### config.mk
export PLATFORM = sky130hd
export DESIGN_NAME = per_client_token_bucket_policer_unit_flat
export DESIGN_NICKNAME = d
export VERILOG_FILES = /design/src/hw/rtl/ctbp_pkg.sv /design/src/hw/rtl/ctbp_if.sv /design/src/hw/rtl/ctbp_ctrl.sv /design/src/hw/rtl/ctbp_dp.sv /design/src/hw/rtl/per_client_token_bucket_policer_unit.sv /design/src/flat_wrapper.sv
export VERILOG_INCLUDE_DIRS = /design/src /design/src/hw/rtl
export SDC_FILE = /design/constraint.sdc
export NUM_CORES = 2
export LEC_CHECK = 0
export BUFFER_PORTS_ARGS = -buffer_cell sky130_fd_sc_hd__buf_2
export CAP_MARGIN = 20
export CORE_MARGIN = 3
export CORE_UTILIZATION = 55
export CTS_CLUSTER_SIZE = 20
export DETAILED_ROUTE_END_ITERATION = 6
export GPL_ROUTABILITY_DRIVEN = 0
export PLACE_DENSITY = 0.71
export RECOVER_POWER = 100
export SYNTH_ARGS = -nofsm -noshare
export SYNTH_HDL_FRONTEND = slang
export SYNTH_HIERARCHICAL = 1
export SYNTH_SLANG_ARGS = --single-unit
### constraint.sdc
create_clock -name clk -period 14 [get_ports clk]
set_input_delay 1.4 -clock clk [delete_from_list [all_inputs] [get_ports clk]]
set_output_delay 1.4 -clock clk [all_outputs]
set_load 0.01 [all_outputs]
### src/hw/rtl/per_client_token_bucket_policer_unit_defines.svh
// Assertion macros shared by the policer RTL.
`ifndef PER_CLIENT_TOKEN_BUCKET_POLICER_UNIT_DEFINES_SVH
`define PER_CLIENT_TOKEN_BUCKET_POLICER_UNIT_DEFINES_SVH
`ifndef ASSERT_OFF
`define CTBP_ASSERT(lbl, clk, rst_n, prop) \
	lbl: assert property (@(posedge clk) disable iff (!rst_n) prop) \
	else $error("ctbp assertion failed");
`define CTBP_ASSERT_NEVER(lbl, clk, rst_n, cond) \
	`CTBP_ASSERT(lbl, clk, rst_n, !(cond))
`else
`define CTBP_ASSERT(lbl, clk, rst_n, prop)
`define CTBP_ASSERT_NEVER(lbl, clk, rst_n, cond)
`endif
`endif

### src/hw/rtl/ctbp_pkg.sv
// Shared types and constants of the per-client token bucket policer.
`timescale 1ns / 1ps
package ctbp_pkg;
	localparam int TABLE_ENTRIES_DEF   = 16;
	localparam int TOKEN_FRAC_BITS_DEF = 16;

	localparam int CAP_W      = 16;
	localparam int PERIOD_W   = 27;
	localparam int TIMEOUT_W  = 32;
	localparam int KEY_W      = 32;
	localparam int TIME_W     = 48;
	localparam int VERDICT_W  = 2;
	localparam int CNT_OUT_W  = 5;
	localparam int CFG_DATA_W = 32;
	localparam int CFG_IDX_W  = 2;

	localparam logic [CAP_W-1:0]     CAP_RESET     = CAP_W'(100);
	localparam logic [PERIOD_W-1:0]  PERIOD_RESET  = PERIOD_W'(1000);
	localparam logic [TIMEOUT_W-1:0] TIMEOUT_RESET = TIMEOUT_W'(5000);

	localparam logic KIND_REQUEST = 1'b0;
	localparam logic KIND_SWEEP   = 1'b1;

	typedef enum logic [CFG_IDX_W-1:0] {
		CFG_CAPACITY = 2'd0,
		CFG_PERIOD   = 2'd1,
		CFG_TIMEOUT  = 2'd2
	} cfg_reg_t;

	typedef enum logic [VERDICT_W-1:0] {
		V_ALLOWED = 2'd0,
		V_LIMITED = 2'd1,
		V_FULL    = 2'd2,
		V_SWEEP   = 2'd3
	} verdict_t;

	typedef struct packed {
		logic accept;
		logic eval;
		logic step;
		logic decide;
		logic fetch;
		logic load_div;
		logic div_step;
		logic update;
		logic emit;
	} ctbp_cmd_t;

	typedef struct packed {
		logic is_sweep;
		logic last_idx;
		logic refused;
		logic div_last;
		logic out_free;
	} ctbp_status_t;
endpackage

### src/hw/rtl/ctbp_if.sv
// Request and result channel interfaces of the policer.
`timescale 1ns / 1ps
interface ctbp_in_if;
	import ctbp_pkg::*;
	logic                valid;
	logic                ready;
	logic                kind;
	logic [KEY_W-1:0]    client_key;
	logic [TIME_W-1:0]   now_ms;
	modport source(output valid, kind, client_key, now_ms, input ready);
	modport sink(input valid, kind, client_key, now_ms, output ready);
endinterface

interface ctbp_out_if;
	import ctbp_pkg::*;
	logic                 valid;
	logic                 ready;
	logic [VERDICT_W-1:0] verdict;
	logic [CNT_OUT_W-1:0] removed_count;
	logic [CNT_OUT_W-1:0] active_count;
	modport source(output valid, verdict, removed_count, active_count, input ready);
	modport sink(input valid, verdict, removed_count, active_count, output ready);
endinterface

### src/hw/rtl/ctbp_ctrl.sv
// Sequencer of the policer: walks the table, runs the divider, emits results.
`timescale 1ns / 1ps
module ctbp_ctrl (
	input  logic                  clk,
	input  logic                  arst_n,
	input  logic                  req_valid,
	output logic                  ready,
	input  ctbp_pkg::ctbp_status_t sts,
	output ctbp_pkg::ctbp_cmd_t    cmd
);
	import ctbp_pkg::*;

	typedef enum logic [8:0] {
		S_IDLE  = 9'b000000001,
		S_RD    = 9'b000000010,
		S_CMP   = 9'b000000100,
		S_LOOK  = 9'b000001000,
		S_FETCH = 9'b000010000,
		S_MUL   = 9'b000100000,
		S_DIV   = 9'b001000000,
		S_UPD   = 9'b010000000,
		S_EMIT  = 9'b100000000
	} state_t;

	state_t state_q, state_d;

	assign ready = (state_q == S_IDLE);

	always_comb begin
		state_d = state_q;
		cmd     = '0;
		unique case (state_q)
			S_IDLE: begin
				if (req_valid) begin
					cmd.accept = 1'b1;
					state_d    = S_RD;
				end
			end
			S_RD: state_d = S_CMP;
			S_CMP: begin
				cmd.eval = 1'b1;
				if (sts.last_idx) begin
					state_d = sts.is_sweep ? S_EMIT : S_LOOK;
				end else begin
					cmd.step = 1'b1;
					state_d  = S_RD;
				end
			end
			S_LOOK: begin
				cmd.decide = 1'b1;
				state_d    = sts.refused ? S_EMIT : S_FETCH;
			end
			S_FETCH: begin
				cmd.fetch = 1'b1;
				state_d   = S_MUL;
			end
			S_MUL: begin
				cmd.load_div = 1'b1;
				state_d      = S_DIV;
			end
			S_DIV: begin
				cmd.div_step = 1'b1;
				if (sts.div_last) state_d = S_UPD;
			end
			S_UPD: begin
				cmd.update = 1'b1;
				state_d    = S_EMIT;
			end
			S_EMIT: begin
				if (sts.out_free) begin
					cmd.emit = 1'b1;
					state_d  = S_IDLE;
				end
			end
			default: state_d = S_IDLE;
		endcase
	end

	always_ff @(posedge clk or negedge arst_n) begin
		if (!arst_n) begin
			state_q <= S_IDLE;
		end else begin
			state_q <= state_d;
		end
	end
endmodule

### src/hw/rtl/ctbp_dp.sv
// Datapath of the policer: tables, refill divider, config and result registers.
`timescale 1ns / 1ps
`include "per_client_token_bucket_policer_unit_defines.svh"
module ctbp_dp #(
	parameter int TABLE_ENTRIES   = ctbp_pkg::TABLE_ENTRIES_DEF,
	parameter int TOKEN_FRAC_BITS = ctbp_pkg::TOKEN_FRAC_BITS_DEF
) (
	input  logic                           clk,
	input  logic                           arst_n,
	input  ctbp_pkg::ctbp_cmd_t            cmd,
	output ctbp_pkg::ctbp_status_t         sts,
	input  logic                           in_kind,
	input  logic [ctbp_pkg::KEY_W-1:0]     in_key,
	input  logic [ctbp_pkg::TIME_W-1:0]    in_now,
	input  logic                           cfg_we,
	input  logic [ctbp_pkg::CFG_IDX_W-1:0] cfg_index,
	input  logic [ctbp_pkg::CFG_DATA_W-1:0] cfg_wdata,
	output logic                           out_valid,
	input  logic                           out_ready,
	output logic [ctbp_pkg::VERDICT_W-1:0] out_verdict,
	output logic [ctbp_pkg::CNT_OUT_W-1:0] out_removed,
	output logic [ctbp_pkg::CNT_OUT_W-1:0] out_active
);
	import ctbp_pkg::*;

	localparam int IDX_W  = $clog2(TABLE_ENTRIES);
	localparam int CNT_W  = $clog2(TABLE_ENTRIES + 1);
	localparam int LVL_W  = CAP_W + TOKEN_FRAC_BITS;
	localparam int QW     = LVL_W + 1;
	localparam int PROD_W = CAP_W + PERIOD_W;
	localparam int NUM_W  = PROD_W + TOKEN_FRAC_BITS;
	localparam int DCNT_W = $clog2(NUM_W);

	logic [CAP_W-1:0]     cap_q;
	logic [PERIOD_W-1:0]  period_q;
	logic [TIMEOUT_W-1:0] timeout_q;

	logic              kind_q;
	logic [KEY_W-1:0]  key_q;
	logic [TIME_W-1:0] now_q;

	logic [TABLE_ENTRIES-1:0] valid_q;
	logic [CNT_W-1:0]         count_q;
	logic [CNT_W-1:0]         removed_q;
	logic [IDX_W-1:0]         idx_q, hit_idx_q, free_idx_q, slot_q;
	logic                     hit_q, free_q, new_q;
	verdict_t                 verdict_q;

	logic [KEY_W-1:0]  key_mem  [TABLE_ENTRIES];
	logic [LVL_W-1:0]  lvl_mem  [TABLE_ENTRIES];
	logic [TIME_W-1:0] last_mem [TABLE_ENTRIES];
	logic [KEY_W-1:0]  rd_key_q;
	logic [LVL_W-1:0]  rd_lvl_q;
	logic [TIME_W-1:0] rd_last_q;
	logic [IDX_W-1:0]  rd_addr;

	logic [LVL_W-1:0]  base_q;
	logic [NUM_W-1:0]  num_q;
	logic [PERIOD_W-1:0] rem_q;
	logic [QW-1:0]     quo_q;
	logic [DCNT_W-1:0] dcnt_q;

	logic                 out_valid_q;
	logic [VERDICT_W-1:0] out_verdict_q;
	logic [CNT_OUT_W-1:0] out_removed_q, out_active_q;

	// elapsed / idle time against the entry just read
	logic [TIME_W-1:0]   since;
	logic                stale;
	logic [PERIOD_W-1:0] period_eff, elapsed;
	logic [PROD_W-1:0]   prod;
	logic [PERIOD_W:0]   trial;
	logic                ge;
	logic [QW-1:0]       sum;
	logic [LVL_W-1:0]    full, one, capped;
	logic                store_new;

	assign since      = (now_q >= rd_last_q) ? (now_q - rd_last_q) : '0;
	assign stale      = since > TIME_W'(timeout_q);
	assign period_eff = (period_q == '0) ? PERIOD_W'(1) : period_q;
	assign elapsed    = new_q ? '0 :
	                    (since > TIME_W'(period_eff)) ? period_eff : since[PERIOD_W-1:0];
	assign prod       = PROD_W'(cap_q) * PROD_W'(elapsed);
	assign trial      = {rem_q, num_q[NUM_W-1]};
	assign ge         = trial >= {1'b0, period_eff};
	assign full       = {cap_q, {TOKEN_FRAC_BITS{1'b0}}};
	assign one        = LVL_W'(1) << TOKEN_FRAC_BITS;
	assign sum        = {1'b0, base_q} + quo_q;
	assign capped     = (sum > {1'b0, full}) ? full : sum[LVL_W-1:0];
	assign store_new  = cmd.decide && !hit_q && free_q;
	assign rd_addr    = cmd.fetch ? slot_q : idx_q;

	assign sts.is_sweep = (kind_q == KIND_SWEEP);
	assign sts.last_idx = (idx_q == IDX_W'(TABLE_ENTRIES - 1));
	assign sts.refused  = !hit_q && !free_q;
	assign sts.div_last = (dcnt_q == DCNT_W'(NUM_W - 1));
	assign sts.out_free = !out_valid_q || out_ready;

	always_ff @(posedge clk or negedge arst_n) begin
		if (!arst_n) begin
			cap_q     <= CAP_RESET;
			period_q  <= PERIOD_RESET;
			timeout_q <= TIMEOUT_RESET;
		end else if (cfg_we) begin
			unique case (cfg_index)
				CFG_CAPACITY: cap_q     <= cfg_wdata[CAP_W-1:0];
				CFG_PERIOD:   period_q  <= cfg_wdata[PERIOD_W-1:0];
				CFG_TIMEOUT:  timeout_q <= cfg_wdata[TIMEOUT_W-1:0];
				default: ;
			endcase
		end
	end

	always_ff @(posedge clk or negedge arst_n) begin
		if (!arst_n) begin
			valid_q   <= '0;
			count_q   <= '0;
			removed_q <= '0;
			idx_q     <= '0;
			hit_q     <= 1'b0;
			free_q    <= 1'b0;
			new_q     <= 1'b0;
			kind_q    <= KIND_REQUEST;
			verdict_q <= V_ALLOWED;
		end else begin
			if (cmd.accept) begin
				kind_q    <= in_kind;
				idx_q     <= '0;
				hit_q     <= 1'b0;
				free_q    <= 1'b0;
				removed_q <= '0;
				verdict_q <= (in_kind == KIND_SWEEP) ? V_SWEEP : V_ALLOWED;
			end
			if (cmd.step) idx_q <= idx_q + IDX_W'(1);
			if (cmd.eval) begin
				if (kind_q == KIND_SWEEP) begin
					if (valid_q[idx_q] && stale) begin
						valid_q[idx_q] <= 1'b0;
						removed_q      <= removed_q + CNT_W'(1);
						count_q        <= count_q - CNT_W'(1);
					end
				end else if (valid_q[idx_q]) begin
					if (!hit_q && rd_key_q == key_q) hit_q <= 1'b1;
				end else if (!free_q) begin
					free_q <= 1'b1;
				end
			end
			if (cmd.decide) begin
				if (hit_q) begin
					new_q <= 1'b0;
				end else if (free_q) begin
					new_q           <= 1'b1;
					valid_q[free_idx_q] <= 1'b1;
					count_q         <= count_q + CNT_W'(1);
				end else begin
					verdict_q <= V_FULL;
				end
			end
			if (cmd.update) verdict_q <= (capped >= one) ? V_ALLOWED : V_LIMITED;
		end
	end

	// payload registers
	always_ff @(posedge clk) begin
		if (cmd.accept) begin
			key_q <= in_key;
			now_q <= in_now;
		end
		if (cmd.eval && kind_q == KIND_REQUEST) begin
			if (valid_q[idx_q] && !hit_q && rd_key_q == key_q) hit_idx_q <= idx_q;
			if (!valid_q[idx_q] && !free_q) free_idx_q <= idx_q;
		end
		if (cmd.decide) slot_q <= hit_q ? hit_idx_q : free_idx_q;
		if (cmd.load_div) begin
			base_q <= new_q ? full : rd_lvl_q;
			num_q  <= {prod, {TOKEN_FRAC_BITS{1'b0}}};
			rem_q  <= '0;
			quo_q  <= '0;
			dcnt_q <= '0;
		end
		if (cmd.div_step) begin
			rem_q  <= ge ? PERIOD_W'(trial - {1'b0, period_eff}) : trial[PERIOD_W-1:0];
			num_q  <= num_q << 1;
			quo_q  <= {quo_q[QW-2:0], ge};
			dcnt_q <= dcnt_q + DCNT_W'(1);
		end
	end

	// table memories
	always_ff @(posedge clk) begin
		if (store_new) key_mem[free_idx_q] <= key_q;
		if (cmd.update) begin
			lvl_mem[slot_q]  <= (capped >= one) ? (capped - one) : capped;
			last_mem[slot_q] <= now_q;
		end
		rd_key_q  <= key_mem[rd_addr];
		rd_lvl_q  <= lvl_mem[rd_addr];
		rd_last_q <= last_mem[rd_addr];
	end

	always_ff @(posedge clk or negedge arst_n) begin
		if (!arst_n) begin
			out_valid_q <= 1'b0;
		end else if (cmd.emit) begin
			out_valid_q <= 1'b1;
		end else if (out_ready) begin
			out_valid_q <= 1'b0;
		end
	end

	always_ff @(posedge clk) begin
		if (cmd.emit) begin
			out_verdict_q <= verdict_q;
			out_removed_q <= CNT_OUT_W'(removed_q);
			out_active_q  <= CNT_OUT_W'(count_q);
		end
	end

	assign out_valid   = out_valid_q;
	assign out_verdict = out_verdict_q;
	assign out_removed = out_removed_q;
	assign out_active  = out_active_q;

	`CTBP_ASSERT(a_count_matches_marks, clk, arst_n, CNT_W'($countones(valid_q)) == count_q)
	`CTBP_ASSERT(a_div_rem_in_range, clk, arst_n, cmd.div_step |-> rem_q < period_eff)
	`CTBP_ASSERT_NEVER(a_emit_into_busy, clk, arst_n, cmd.emit && out_valid_q && !out_ready)
endmodule

### src/hw/rtl/per_client_token_bucket_policer_unit.sv
// Top level of the per-client token bucket policer.
`timescale 1ns / 1ps
// Per-client token bucket policer. Each request names a client by a 32-bit key and
// carries the time in ms; the result is allowed, rate limited or table full, plus the
// number of clients held. A sweep request removes every entry idle strictly longer
// than idle_timeout_ms and reports how many went. One request is worked at a time.
// A request walks the table (one registered memory read and one compare per entry),
// fetches state and forms the refill product, runs the one-bit-per-cycle refill
// divider, then writes back and hands over the result. A table full refusal skips
// the divider; a sweep ends after the walk. The result sits in an output register,
// so a new request is taken while the previous result still waits. No clearing pass
// after reset.
module per_client_token_bucket_policer_unit #(
	parameter int TABLE_ENTRIES   = ctbp_pkg::TABLE_ENTRIES_DEF,
	parameter int TOKEN_FRAC_BITS = ctbp_pkg::TOKEN_FRAC_BITS_DEF
) (
	input  logic                            clk,
	input  logic                            arst_n,
	ctbp_in_if.sink                         req,
	ctbp_out_if.source                      res,
	input  logic                            cfg_we,
	input  logic [ctbp_pkg::CFG_IDX_W-1:0]  cfg_index,
	input  logic [ctbp_pkg::CFG_DATA_W-1:0] cfg_wdata
);
	import ctbp_pkg::*;

	ctbp_cmd_t    cmd;
	ctbp_status_t sts;

	// sequencer: accept, walk, divide, emit
	ctbp_ctrl u_ctrl (
		.clk       (clk),
		.arst_n    (arst_n),
		.req_valid (req.valid),
		.ready     (req.ready),
		.sts       (sts),
		.cmd       (cmd)
	);

	// tables, refill arithmetic, config and result register
	ctbp_dp #(
		.TABLE_ENTRIES   (TABLE_ENTRIES),
		.TOKEN_FRAC_BITS (TOKEN_FRAC_BITS)
	) u_dp (
		.clk         (clk),
		.arst_n      (arst_n),
		.cmd         (cmd),
		.sts         (sts),
		.in_kind     (req.kind),
		.in_key      (req.client_key),
		.in_now      (req.now_ms),
		.cfg_we      (cfg_we),
		.cfg_index   (cfg_index),
		.cfg_wdata   (cfg_wdata),
		.out_valid   (res.valid),
		.out_ready   (res.ready),
		.out_verdict (res.verdict),
		.out_removed (res.removed_count),
		.out_active  (res.active_count)
	);
endmodule
### src/flat_wrapper.sv
// flat-port wrapper written by rule: the top's interface ports become plain ports
module per_client_token_bucket_policer_unit_flat import ctbp_pkg::*;
#(
	parameter int TABLE_ENTRIES   = ctbp_pkg::TABLE_ENTRIES_DEF,
	parameter int TOKEN_FRAC_BITS = ctbp_pkg::TOKEN_FRAC_BITS_DEF
)
  (clk, arst_n, cfg_we, cfg_index, cfg_wdata, req_valid, req_kind, req_client_key, req_now_ms, req_ready, res_valid, res_verdict, res_removed_count, res_active_count, res_ready);
  ctbp_in_if req_i ();
  ctbp_out_if res_i ();
  input  logic clk;
  input  logic arst_n;
  input  logic cfg_we;
  input  logic [ctbp_pkg::CFG_IDX_W-1:0] cfg_index;
  input  logic [ctbp_pkg::CFG_DATA_W-1:0] cfg_wdata;
  input wire logic [$bits(req_i.valid)-1:0] req_valid;
  input wire logic [$bits(req_i.kind)-1:0] req_kind;
  input wire logic [$bits(req_i.client_key)-1:0] req_client_key;
  input wire logic [$bits(req_i.now_ms)-1:0] req_now_ms;
  output wire logic [$bits(req_i.ready)-1:0] req_ready;
  output wire logic [$bits(res_i.valid)-1:0] res_valid;
  output wire logic [$bits(res_i.verdict)-1:0] res_verdict;
  output wire logic [$bits(res_i.removed_count)-1:0] res_removed_count;
  output wire logic [$bits(res_i.active_count)-1:0] res_active_count;
  input wire logic [$bits(res_i.ready)-1:0] res_ready;
  assign req_i.valid = req_valid;
  assign req_i.kind = req_kind;
  assign req_i.client_key = req_client_key;
  assign req_i.now_ms = req_now_ms;
  assign req_ready = req_i.ready;
  assign res_valid = res_i.valid;
  assign res_verdict = res_i.verdict;
  assign res_removed_count = res_i.removed_count;
  assign res_active_count = res_i.active_count;
  assign res_i.ready = res_ready;
  per_client_token_bucket_policer_unit #(.TABLE_ENTRIES(TABLE_ENTRIES), .TOKEN_FRAC_BITS(TOKEN_FRAC_BITS)) u_core (.clk(clk), .arst_n(arst_n), .req(req_i), .res(res_i), .cfg_we(cfg_we), .cfg_index(cfg_index), .cfg_wdata(cfg_wdata));
endmodule
==> flow_metrics.tcl <==
set metrics [dict create \
    die-area_um2 202000 \
    die_w_um 449 \
    fin_crit_sh 0.952 \
    grt-ovfl-total 0 \
    grt_pass1_wl_um 404000 \
    synth-seq-cells 2270 \
    ys.flop_type "edfxtp_1" \
    worstMarginPinSlew_ns 8.00 \
    crit_required_ns 14.55 \
    area_growth_pct 10.2 \
    antenna_found_initial 17 \
    design.core.area_um2 194000 \
    outcome "complete, but fails checks" \
    drtAntennaViolNets 0 \
    ys_types 107 \
    worstHoldPathCells 1 \
    nNetsFinal 8082 \
    hold_path.class "flop to flop" \
    synth_nets 7907 \
    hold_buffers 0 \
    synth.cell_area_um2 108000 \
    drt_drc_violations_left 1 \
    reg2regPathDepth 53 \
    post_drt_wl_per_cell_um 26.6 \
    avgSynthCellArea_um2 15.1 \
    clockBufferDepth 3 \
    rsz0062_at_grt "no" \
    ys_seq_area_frac 0.616 \
    dp_hpwl_um 161000 \
    netlist_instances 7128 \
    start_util 0.557 \
    grt_max_degree 131 \
    clk_pin_slew_ns 0.06 \
    violations "design-rule violations, max-capacitance violations, max-slew violations" \
    cp.arrival_ns 13.88 \
    cts_tree "yes" \
    die_h_um 449 \
    cp_slowest_cell "mux2i_2" \
    synth_warnings 6 \
    io_buffers 133 \
    io_pins 134 \
    slew-limit-headroom -4.34 \
    ys_async_sr_fraction 0.0533 \
    first_iter_violations 6652 \
    numCtsBuffers 219 \
    maxCapViolations 66 \
    worst_hold_slack_ns 0.468 \
    synth-edff-count 2037 \
    max_stage_delay_ns 0.63 \
    htreeDepth 4 \
    dr_total_vias 62500 \
    rows 161 \
    clkLatencyLatePin_ns 0.85 \
    hold_violations 0 \
    root_buffer "clkbuf_16" \
    wl_um 269000 \
    cp_max_fo 13 \
    fin_crit_ns 13.33 \
    cp-start-kind "flop" \
    cp-end-kind "flop" \
    final-setup-viol-count 0 \
    fin_setup_tns_ns 0 \
    grt_use_total 0.266 \
    drive_above_1_share 0.151 \
    nFillCells 14300 \
    dr.pass1.iters 7 \
    max_freq_mhz 75.0 \
    vias_per_cell 6.19 \
    crit_type "flop to flop" \
    clkSinkCount 2270 \
    maxSlewViolCount 2861 \
    finClkSkew_ns 0.0743 \
    grt_pass1_vias 63500 \
]
## layout by cell type (no fill, tap or decap), types with 40 or more instances in the layout
master and n:
ha_1 308, mux2_2 107, nand2_1 663, edfxtp_1 2037
clkinv_2 40, a21oi_1 168, a31oi_1 127, nand2b_1 64
nor2b_1 51, and2_1 185, inv_1 567, nor2_1 308
a21o_1 80, clkbuf_1 188, buf_2 75, fa_1 351
nand3_1 64, o21ai_0 182, clkbuf_16 222, xor2_1 69
nor3_1 56, dfrtp_1 106, mux4_2 453, a211oi_1 127
nand4_1 59, dfxtp_1 112, and2_0 46, xnor2_1 107
## what timing repair did
action | CTS | global route
setup buffers | 0 | 6
resized for setup | 0 | 12
setup endpoints to repair | 0 | 8
## area by class of cell
cell class / count / area, µm² / area share
clock buffer: 279 / 5920 / 0.0498
antenna: 9 / 22.5 / 0.000189
clock inverter: 133 / 1520 / 0.0128
sequential: 2270 / 66500 / 0.559
multi-input combinational: 3976 / 38200 / 0.322
timing repair buffer: 268 / 1340 / 0.0113
inverter: 568 / 2130 / 0.0179
tap: 2608 / 3260 / 0.0274
## synth_stat cells (69+ instances only)
cell,n,area [µm²]
edfxtp_1,2037,61200
nand2_1,663,2490
inv_1,568,2130
mux4_2,453,10200
fa_1,351,7030
nor2_1,338,1270
ha_1,308,3850
and2_1,224,1400
clkbuf_1,214,803
o21ai_0,183,916
a21oi_1,168,841
a31oi_1,127,795
a211oi_1,126,946
mux2_2,116,1310
dfxtp_1,112,2240
xnor2_1,107,937
dfrtp_1,106,2650
a21o_1,80,601
xor2_1,69,604
## metrics by stage
| step | utilization | instance area [µm²] | setup WS (ns) | instances |
|---|---|---|---|---|
| final | 0.614 | 119000 | 0.669 | 10100 |
| after global routing | 0.614 | 119000 | 0.0558 | 10100 |
| after CTS | 0.616 | 119000 | 0.0105 | 10100 |
| after detailed placement | 0.577 | 112000 | 0.117 | 9672 |
| after global placement | 0.577 | 112000 | 0.249 | 9670 |
| after floorplan | - | 108000 | 1.72 | 7128 |
## final timing paths
path / from / to / slack (ns)
worst min register to register: u_core/u_dp/count_q[4]$_DFF_PN0_ / u_core/u_dp/count_q[4]$_DFF_PN0_ / 0.47
max in group asynchronous: arst_n / u_core/u_dp/period_q[19]$_DFFE_PN0P_ / 7.63
worst max register to register: u_core/u_dp/now_q[0]$_DFFE_PP_ / u_core/u_dp/num_q[57]$_DFFE_PP_ / 0.67
worst max-delay path: u_core/u_dp/now_q[0]$_DFFE_PP_ / u_core/u_dp/num_q[57]$_DFFE_PP_ / 0.67
min in group asynchronous: arst_n / u_core/u_dp/valid_q[3]$_DFF_PN0_ / 1.74
worst min-delay path: u_core/u_dp/count_q[4]$_DFF_PN0_ / u_core/u_dp/count_q[4]$_DFF_PN0_ / 0.47
## critical path: cells and delay by family (launching register included)
kind | cells | cell delay [ns]
AO/OA/AOI/OAI | 27 | 5.84
AND/OR/NAND/NOR | 6 | 0.87
flip-flops | 1 | 0.50
buffers and inverters | 8 | 0.80
multiplexers | 1 | 0.63
adder cells (fa/ha/maj) | 10 | 4.19
XOR/XNOR | 1 | 0.15
## registers in the layout, indices dropped and copies added, names as in the netlist, 9 cells and up
signal and cells:
u_core/u_dp/last_mem 768, u_core/u_dp/key_mem 512, u_core/u_dp/lvl_mem 512, u_core/u_dp/now_q 48, u_core/u_dp/rd_last_q 48, u_core/u_dp/num_q 43, u_core/u_dp/quo_q 33, u_core/u_dp/base_q 32
u_core/u_dp/key_q 32, u_core/u_dp/rd_key_q 32, u_core/u_dp/rd_lvl_q 32, u_core/u_dp/timeout_q 32, u_core/u_dp/period_q 27, u_core/u_dp/rem_q 27, u_core/u_dp/cap_q 16, u_core/u_dp/valid_q 16
u_core/u_ctrl/state_q 9
## cells by family after synthesis
group	share of synthesized area
simple gates	0.0731
mux	0.112
compound gates	0.0522
buf+inv	0.0318
xor+xnor	0.0143
fa+ha+maj	0.101
flops	0.616
## routing by layer
layer,part of all wire,track usage
met1,0.39,0.360
met2,0.48,0.433
met4,0.045,0.112
met3,0.081,0.0439
met5,0.0010,0
Power is not shown: default switching activity piles up to over one toggle a cycle in this logic, so the estimate is an artifact.
